<file path="config.mk">
export PLATFORM = sky130hd
export DESIGN_NAME = lcr_ctrl
export DESIGN_NICKNAME = d
export VERILOG_FILES = /design/src/hw/rtl/lcr_pkg.sv /design/src/hw/rtl/lcr_ctrl.sv
export SDC_FILE = /design/constraint.sdc
export NUM_CORES = 1
export LEC_CHECK = 0
export ABC_AREA = 1
export BUFFER_PORTS_ARGS = -buffer_cell sky130_fd_sc_hd__buf_2
export CORE_AREA = 2 2 39 41
export DETAILED_ROUTE_END_ITERATION = 10
export DIE_AREA = 0 0 41 43
export PLACE_DENSITY = 0.5
export SYNTH_ARGS = -nofsm -noshare
export SYNTH_HDL_FRONTEND = slang
export SYNTH_SLANG_ARGS = --single-unit
</file>
<file path="constraint.sdc">
create_clock -name clk -period 3.55 [get_ports clk]
set_clock_uncertainty 0.2 [all_clocks]
set_input_delay 0.5325 -clock clk [delete_from_list [all_inputs] [get_ports clk]]
set_output_delay 0.5325 -clock clk [all_outputs]
set_load 0.01 [all_outputs]
</file>
<file path="src/hw/rtl/lcr_pkg.sv">
package lcr_pkg;

  localparam int NODE_W = 9;

  localparam logic FUNC_SET     = 1'b0;
  localparam logic FUNC_RESOLVE = 1'b1;

  typedef struct packed {
    logic              func;
    logic [NODE_W-1:0] node;
    logic [NODE_W-1:0] target;
  } in_item_t;

  typedef struct packed {
    logic [NODE_W-1:0] resolved_node;
    logic              error;
  } out_item_t;

  // Commands from the controller to the datapath.
  typedef struct packed {
    logic clr;
    logic accept;
    logic eval;
    logic fin;
    logic push;
  } cmd_t;

  // Status from the datapath to the controller.
  typedef struct packed {
    logic clr_done;
    logic in_resolve;
    logic in_node_ok;
    logic ev_stop;
    logic ev_next_bad;
    logic fin_done;
    logic out_free;
  } status_t;

endpackage

</file>
<file path="src/hw/rtl/lcr_ctrl.sv">
module lcr_ctrl (
  input  logic             clk,
  input  logic             rst_n,
  input  logic             in_valid,
  output logic             in_stall,
  input  lcr_pkg::status_t stat,
  output lcr_pkg::cmd_t    cmd
);

  typedef enum logic [2:0] {
    CLEAR,
    IDLE,
    EVAL,
    FIN,
    PUSH
  } state_t;

  state_t state_r;
  state_t state_nxt;
  logic   in_stall_r;
  logic   in_stall_nxt;

  always_comb begin
    cmd       = '0;
    state_nxt = state_r;
    unique case (state_r)
      CLEAR: begin
        cmd.clr = 1'b1;
        if (stat.clr_done) begin
          state_nxt = IDLE;
        end
      end
      IDLE: begin
        if (in_valid && !in_stall_r) begin
          cmd.accept = 1'b1;
          if (stat.in_resolve) begin
            state_nxt = stat.in_node_ok ? EVAL : FIN;
          end
        end
      end
      EVAL: begin
        cmd.eval = 1'b1;
        if (stat.ev_stop || stat.ev_next_bad) begin
          state_nxt = FIN;
        end
      end
      FIN: begin
        cmd.fin = 1'b1;
        if (stat.fin_done) begin
          state_nxt = PUSH;
        end
      end
      PUSH: begin
        if (stat.out_free) begin
          cmd.push  = 1'b1;
          state_nxt = IDLE;
        end
      end
      default: begin
        state_nxt = CLEAR;
      end
    endcase
  end

  assign in_stall_nxt = state_nxt != IDLE;

  always_ff @(posedge clk) begin
    if (!rst_n) begin
      state_r    <= CLEAR;
      in_stall_r <= 1'b1;
    end else begin
      state_r    <= state_nxt;
      in_stall_r <= in_stall_nxt;
    end
  end

  assign in_stall = in_stall_r;

endmodule

</file>
Yosys cells after proc, flatten, opt, wreduce, memory -nomap -nowiden:

Index checks and enable logic that the tools add are counted.

* register bits after elaboration: 4
* input bits: 10

* equality and inequality tests: 5
* mux-type cells: 15
* reduce and logical (&&, ||, !) cells: 4

Operators with widths (count)
* 3-bit two-way mux: 6
* 3-bit one-hot mux with 5 select lines: 1
* 1-bit two-way mux: 8
* 3-bit by 2-bit == test with 1-bit output (second input constant): 2
* 3-bit by 1-bit == test with 1-bit output (second input constant): 1
* 3-bit == test (second input constant): 1
* 3-bit logical NOT: 1
* 3-bit by 1-bit != test with 1-bit output (second input constant): 1
* 1-bit logical AND: 1
* 1-bit logical NOT: 1
* 1-bit logical OR: 1

Longest topological paths before layout:

Gate-level depths: netlist (run 1).

* depth in word-level cells: 5
* mapped depth: 7
* mapped depth without buffers: 7

Least setup slack after synthesis (run 1):

No wires, ideal clock.

* kind: input -> output
* from: input in_valid
* to: output cmd[3] (netlist bit)
* arrival: 0.855 ns
* required time: 2.817 ns
* path slack: 1.962 ns
* cell stages on the path: 2
* buffers on the path: 0
* cell sequence: inv_1 -> nor3_1

RTL lines
* start: declaration: RTL line lcr_ctrl.sv:4 `input logic in_valid,`
* end: declaration: RTL line lcr_ctrl.sv:7 `output lcr_pkg::cmd_t cmd`

==> results of run 1 <==
==> sequential cells by signal, summed over array words and instances (netlist names) <==
| name | cells |
|---|---|
| state_r | 3 |
| in_stall | 1 |
==> final timing paths <==
path	cells past startpoint	slack, ns	end
hold reg to reg	3	0.48	state_r[2]
hold / removal	2	0.31	in_stall
setup / recovery	5	1.68	cmd[3]
setup reg to reg	5	2.28	in_stall
==> cells in the final DEF (no fill, tap or decap) <==
master	netlist	routed
sky130_fd_sc_hd__nor2_4	1	1
sky130_fd_sc_hd__nor3_1	3	3
sky130_fd_sc_hd__nand2_2	2	2
sky130_fd_sc_hd__nand3_1	5	5
sky130_fd_sc_hd__dfxtp_1	4	4
sky130_fd_sc_hd__o21ai_1	1	1
sky130_fd_sc_hd__o211ai_1	1	1
sky130_fd_sc_hd__buf_2	0	15
sky130_fd_sc_hd__inv_1	11	11
sky130_fd_sc_hd__nor2_2	2	2
sky130_fd_sc_hd__nand2_1	11	11
sky130_fd_sc_hd__inv_2	2	2
sky130_fd_sc_hd__nor2_1	9	9
sky130_fd_sc_hd__clkbuf_4	0	3
sky130_fd_sc_hd__a21oi_1	1	1
==> cells by family after synthesis <==
kind of cell	share of synthesized area [%]
AO/OA/AOI/OAI	5.88
buffers and inverters	16.4
flip-flops	26.9
AND/OR/NAND/NOR	50.8
==> area by class of cell <==
class	instances	area share [%]
multi-input combinational	36	40.7
sequential	4	19.3
timing repair buffer	15	18.1
inverter	13	11.7
clock buffer	3	5.42
tap	16	4.82
==> metal layers <==
layer  track usage [%]  vias to the layer above  routed length [um]
met1              10.7                      128                 297
met4              6.00                        0                  21
li1                  -                      196                   -
met3              6.28                        2                  60
met5                 0                        -                   0
met2              12.5                       11                 282
==> stage by stage <==
step	setup WS (ns)	total power [uW]	hold slack, ns
4_1_cts	1.67	139	0.313
3_3_place_gp	1.88	78.1	0.470
5_1_grt	1.58	147	0.329
2_1_floorplan	1.96	66.6	0.416
3_5_place_dp	1.87	78.0	0.461
6_report	1.68	135	0.312
==> where the power goes <==
group | total [uW] | switching, uW | internal (uW) | leakage, uW
clock | 58.5 | 20.6 | 37.9 | 0.0000138
sequential | 50.9 | 2.88 | 48.0 | 0.0000328
combinational | 26.0 | 14.4 | 11.6 | 0.000216
total | 135 | 37.9 | 97.6 | 0.000263
==> results, run 1 <==
- No sink is reached through more buffers than the 2 on the longest clock path.
- The clock tree root driver cell is sky130_fd_sc_hd__clkbuf_4.
- The CTS clock-pin slew for the worst setup and hold paths is around 0.040 ns.
- Of all nets on the critical path, the largest fanout is 5.
- Using the TritonRoute via totals, the vias-per-cell ratio works out to 3.87.
- By startpoint and endpoint, the worst setup path is classified as reg2out.
- By area the synthesized netlist is led by sky130_fd_sc_hd__dfxtp_1 27%, sky130_fd_sc_hd__inv_1 14%, sky130_fd_sc_hd__nand2_1 14%.
- The number of ports placed on the die boundary is 16.
- The maximum clock frequency is 0.536 GHz.
- The first-pass GRT wire length is around 1000 um.
- Of the cells placed in the final design, the portion with a size suffix greater than 1 is 35.2%.
- For this run, the detailed router's first-pass iteration total came to 4.
- The detailed placement HPWL is roughly 530 um.
- VDD sags by at most roughly 0.00012 V.
- Walking the worst path, the cells encountered are inv_1 > nor2_1 > nand2_1 > nor3_1 > buf_2.
- In this run, the number of DRC markers left after iteration 0 of detailed routing was 2.
- Dividing the detail-routed wire length by the instance count gives roughly 7.6 um.
- The floorplan has 14 rows.
- The DRC violations left is 0.
- The number of hold-slack violations in the final timing report was 0.
- The tree built by TritonCTS fans out to 4 sinks.
- For the worst-skew pair, the clock arrives at the later sink with an insertion delay of 0.24 ns.
- The die is about 43 um tall.
- The floorplan step defined a die boundary enclosing around 1800 um^2.
- Setup violations remaining at the end of the flow were counted as 0.
- The number of inserted filler cells in the final layout is about 160.
- Data on the critical path arrives at its endpoint at between 1 and 1.5 ns.
- After floorplanning, the core was sized to cover roughly 1400 um^2.
- The flop and latch count out of synthesis is 4.
- The post-route non-filler standard cell count is 87.
- The pin count of the biggest net entering global routing is 7.
- In this run the number of H-tree levels came out at 1.
- The sum of buffers and inverters on the critical path is 2.
- In this run the tightest slew margin relative to its limit is 81.6%.
- The startpoint identified for the worst hold timing path is rst_n.
- In the synthesized netlist the dominant register cell turns out to be sky130_fd_sc_hd__dfxtp_1.
- Across every metal layer, demand over resource in global routing totals roughly a tenth.
- For this run, asynchronously set or reset flops after synthesis account for 0%.
- Measured on the finished design, the core utilization comes to 30.0%.
- The post-cts gate resize count is 0.
- The starting density of the core is 21.5%.
- The final antenna-violating net count is 0.
- In the final layout, the multi-input gates occupy ~170 um^2.
- The slowest stage of the critical path is the sky130_fd_sc_hd__dfxtp_1 cell.
- For this run, the register share of the synthesized area comes to between 20 and 30%.
- The post-synthesis instance area is a little under 300 um^2.
- Across the run, the number of max-cap violations was 0.
- The largest area contributor in the synthesized netlist is sky130_fd_sc_hd__dfxtp_1.
- Setup repair after global routing left no endpoint under its margin.
- The number of placed instances, taps included, is 84.
- The worst hold path belongs to the class in2reg.
- The worst path in the final design needs a cycle of 1.87 ns, including I/O delays and setup.
- The final weighted congestion of routability-driven global placement is roughly 0.7.
- The area occupied by registers is 80.1 um^2.
- The summed area of non-filler cells in the final layout is 415 um^2.
- The dominant delay contributor by cell family on the critical path is flip-flops.
- Synthesis produced a netlist with a net count of between 60 and 70.
- The remaining global-route overflow is 0.
- In this design, the stage delay of the slowest critical-path cell is approximately 0.4 ns.
- The number of different library cells used by synthesis comes to 13.
- The warning count from the yosys run is 0.
- The endpoint class of the critical path is an output port.
- The placement-stage cell area is around 390 um^2.
- The transition at the pin with the smallest max-transition slack is between 0.2 and 0.3 ns.
- The horizontal die dimension is 41 um.
- STA puts the critical path data required time at about 2.8 ns.
- The count of buffers inserted at the top-level ports is 15.
- The post-route fraction of the period consumed by the critical path is between 50 and 60%.
- In this run the critical register-to-register path is launched from state_r[1].
- TritonCTS built the clock tree.
- The area growth from synthesis to layout is 39.5%.
- The number of enable-type register cells in the synthesized netlist is 0.
- Synthesis produced a netlist whose cell count is 53.
- The flow ran to the end, and the final reports show no timing, DRC or antenna violations.
- The count of buffers added by post-CTS timing repair for setup is 0.
- The number of antenna violations at the first check in global routing is 0.
- The antenna diode count is 0.
- The max-slew violation total from the final report came to 0.
- Sorting the synthesized cells by how often they occur yields 11 x sky130_fd_sc_hd__inv_1, 11 x sky130_fd_sc_hd__nand2_1, 9 x sky130_fd_sc_hd__nor2_1, 5 x sky130_fd_sc_hd__nand3_1, 4 x sky130_fd_sc_hd__dfxtp_1.
- The startpoint kind of the worst setup timing path is a flip-flop.
- Summed over its instances, the top area cell type makes up a little over a quarter of the synthesized netlist area.
- The number of nets in the finished design is 83.
- Summed over all cells, the static leakage comes to 0.000263 uW.
- The aggregate negative setup slack is 0 ns.
- Wires add up to ~660 um.
- The vias after detailed routing is approximately 340.
- The number of global-route vias before repair was 293.
- In this run, post-CTS hold repair placed 0 buffers.
- Buffers inserted during clock tree synthesis total 3.
- After synthesis, the mean cell area works out to 5.62 um^2.
- The launching element of the worst setup path is state_r[0].
- Power spread over the standard cell area amounts to 326 nW/um^2.
(Power assumes the default switching activity.)
==> run 2: changes to the inputs <==
--- a/config.mk
+++ b/config.mk
@@ -10,7 +10,7 @@
 export CORE_AREA = 2 2 39 41
 export DETAILED_ROUTE_END_ITERATION = 10
 export DIE_AREA = 0 0 41 43
-export PLACE_DENSITY = 0.5
+export PLACE_DENSITY = 0.51
 export SYNTH_ARGS = -nofsm -noshare
 export SYNTH_HDL_FRONTEND = slang
 export SYNTH_SLANG_ARGS = --single-unit
==> constraint.sdc (replaced) <==
create_clock -name clk -period 1.63 [get_ports clk]
set_clock_uncertainty 0.2 [all_clocks]
set_input_delay 0.2445 -clock clk [delete_from_list [all_inputs] [get_ports clk]]
set_output_delay 0.2445 -clock clk [all_outputs]
set_load 0.01 [all_outputs]
==> run 2 against run 1 <==
Register-to-register slack got worse by 1.9 ns. Hold slack worse by 0.28 ns. Non-clock buffer count unchanged. Total power grew 120%. Largest cell class unchanged. Setup slack lost 1.5 ns. Critical path depth is the same. Combinational power up 120%. First-iteration DRC count shrank 50%.
==> results, run 2 (same netlist as run 1, synthesis figures left out) <==
- The CTS clock-pin slew for the worst setup and hold paths is approximately 0.04 ns.
- The max-slew violation total from the final report is 0.
- Port buffering added 15 buffers.
- At the end of routability-driven placement, the weighted congestion stood at ~0.73.
- The wire length on met2 is 325 um.
- The standby leakage power is ~0.00026 uW.
- The final route contains approximately 350 vias.
- The endpoint class of the critical path is an output port.
- The area occupied by registers is between 80 and 90 um^2.
- The remaining global-route overflow is 0.
- The worst register-to-register path begins at state_r[1].
- The startpoint kind of the worst setup timing path is a flip-flop.
- In the final layout, the multi-input gates occupy 174 um^2.
- The worst path meets setup with between 0.1 and 0.15 ns of slack.
- After filler insertion, the fill cell instance count of the layout stands at roughly 160.
- The repair_antennas step left the layout with diodes totalling 0.
- Along the worst path, the maximum fanout reaches 5.
- Cell internal power was estimated by the tool at around 210 uW.
- The floorplan step set the die height to 43 um.
- TritonCTS built the clock tree.
- The endpoint identified for the worst register-to-register timing path is in_stall.
- Dividing the detail-routed via count by the number of cells gives between 3 and 4.
- The number of failing setup endpoints in the final timing report is 0.
- The number of global-route vias before repair is 280.
- STA puts the critical path data required time at roughly 1.2 ns.
- The clock share of power is between 40 and 50%.
- The fraction of power spent switching nets is 27.0%.
- The most common library cell in the layout ignoring fill and taps is sky130_fd_sc_hd__buf_2.
- The power spent charging and discharging nets is slightly below 80 uW.
- The horizontal die dimension is just over 40 um.
- The transition at the pin with the smallest max-transition slack is 0.234 ns.
- The register containing the most flip-flops in the final layout is state_r.
- Routed signal wires occupy layers up through met3.
- The final wirelength is 663 um.
- The share of power burned in combinational logic is approximately a fifth.
- The total number of placement rows is 14.
- The cell count of the worst reg-to-reg path is 5.
- The sequential cell fraction of total power is roughly two fifths.
- The detail route stage leaves a number of antenna-violating nets equal to 0.
- The worst-case headroom to the max-slew limit is 84.3%.
- The die area is between 1500 and 2000 um^2.
- In the final timing run, aggregate negative setup slack is 0 ns.
- The HPWL after detailed placement is 556 um.
- The number of nets in the finished design is slightly above 80.
- The starting density of the core is around 22%.
- No sink is reached through more buffers than the 2 on the longest clock path.
- The clock tree root driver cell is sky130_fd_sc_hd__clkbuf_4.
- Of the available clock period, the critical path in the final layout requires between 90% and 100%.
- The count of buffers added by post-CTS timing repair for setup is 0.
- In the final routing, the length of wire on met1 measures 284 um.
- Wire segments on met3 add up to 53 um in the final route.
- In the final layout, the share of cells above drive strength 1 is between 30% and 40%.
- Hold repair after CTS inserted 0 buffers.
- The count of max-cap constraint violations is 0.
- The peak ir drop on the vdd network is around 0.00025 V.
- In the routed design, unresolved DRC markers number 0.
- Power spread over the standard cell area amounts to a little under 700 nW/um^2.
- After detailed routing, the average wire length per cell comes to between 7 and 8 um.
- The flip-flop count of the largest register, all copies and words added is 3.
- The number of ports placed on the die boundary is 16.
- The path type of the worst min-delay path is in2reg.
- After layout, the minimum clock period comes to about 1.5 ns.
- The number of gates resized after CTS was 0.
- The type of the setup path with the least slack is reg2out.
- Global routing used under 10% of the available tracks across all layers.
- In the layout the commonest cells are 15 x sky130_fd_sc_hd__buf_2, 11 x sky130_fd_sc_hd__nand2_1, 11 x sky130_fd_sc_hd__inv_1, 9 x sky130_fd_sc_hd__nor2_1, 5 x sky130_fd_sc_hd__nand3_1.
- The number of antenna violations at the first check in global routing is 0.
- The run finished with clean final reports.
- The maximum clock frequency is 0.668 GHz.
- Setup repair after global routing left no endpoint under its margin.
- The number of H-tree branching levels is 1.
- In this run the standard cell core region covers approximately 1400 um^2.
- The clock net in this run drives a total of 4 sinks.
- The path with the worst hold slack has its endpoint at in_stall.
- The area growth from synthesis to final layout is 42.0%.
- Before CTS, the worst setup slack after placement is around 0.30 ns.
- Setup slack on the worst reg-to-reg path comes out at about 0.4 ns.
- Buffers inserted during clock tree synthesis total 3.
- The first-pass GRT wire length is 993 um.
- The pin count of the biggest net entering global routing is 7.
- For this block, the initial DRC count from the detailed router was 1.
- The worst hold path begins at rst_n.
- The worst hold path was traced through 2 stages.
- The number of hold-slack violations in the final timing report is 0.
- The clock latency reported for the late side of the worst-skew pair is approximately 0.24 ns.
- The count of TritonRoute iterations in the first routing pass is 4.
- For the worst setup path, the data arrival time is ~1.1 ns.
run 2: cell counts in the layout (fill, tap and decap cells not counted):
No cell type changed its count.
run 2: layout make-up:
type / instances / share of cell area [%]
multi-input cells: 36 / 41.1
flip-flops and latches: 4 / 19.5
repair buffers: 15 / 17.8
inverters: 13 / 11.5
clock buffers: 3 / 5.33
well taps: 16 / 4.73
run 2: worst max path at each step:
stage	from	end	slack [ns]
finish	state_r[0]	cmd[3]	0.13
global route	state_r[0]	cmd[3]	0.02
CTS	state_r[0]	cmd[3]	0.04
detailed placement	state_r[0]	cmd[3]	0.30
global placement	state_r[0]	cmd[3]	0.32
floorplan	state_r[0]	cmd[3]	0.35
run 2: layer usage:
layer / vias to the layer above / global-route usage [%]
met5: - / 0
met1: 142 / 9.32
met2: 10 / 12.5
met4: 0 / 8.00
met3: 0 / 3.14
li1: 195 / -
run 2: through the flow:
stage	instance area [um^2]	hold slack [ns]	std cells	power (uW)	util (%)
4_1_cts	415	0.0263	87	297	30.0
3_3_place_gp	393	0.276	84	170	28.4
6_report	423	0.0269	87	292	30.6
5_1_grt	423	0.0292	87	313	30.6
3_5_place_dp	393	0.280	84	170	28.4
2_1_floorplan	298	0.129	53	145	-
run 2: critical path, cell delays in order (launching register included):
cell	delay [ns]
sky130_fd_sc_hd__dfxtp_2	0.35
sky130_fd_sc_hd__inv_1	0.04
sky130_fd_sc_hd__nor2_1	0.07
sky130_fd_sc_hd__nand2_1	0.09
sky130_fd_sc_hd__nor3_2	0.11
sky130_fd_sc_hd__buf_2	0.14
run 2: power groups by stage:
stage / combinational [uW] / sequential, uW / clock (uW)
2_1_floorplan: 32.2 / 113 / 0
3_3_place_gp: 57.7 / 112 / 0
3_5_place_dp: 57.7 / 112 / 0
4_1_cts: 57.9 / 111 / 129
5_1_grt: 67.0 / 113 / 134
6_report: 57.6 / 112 / 123
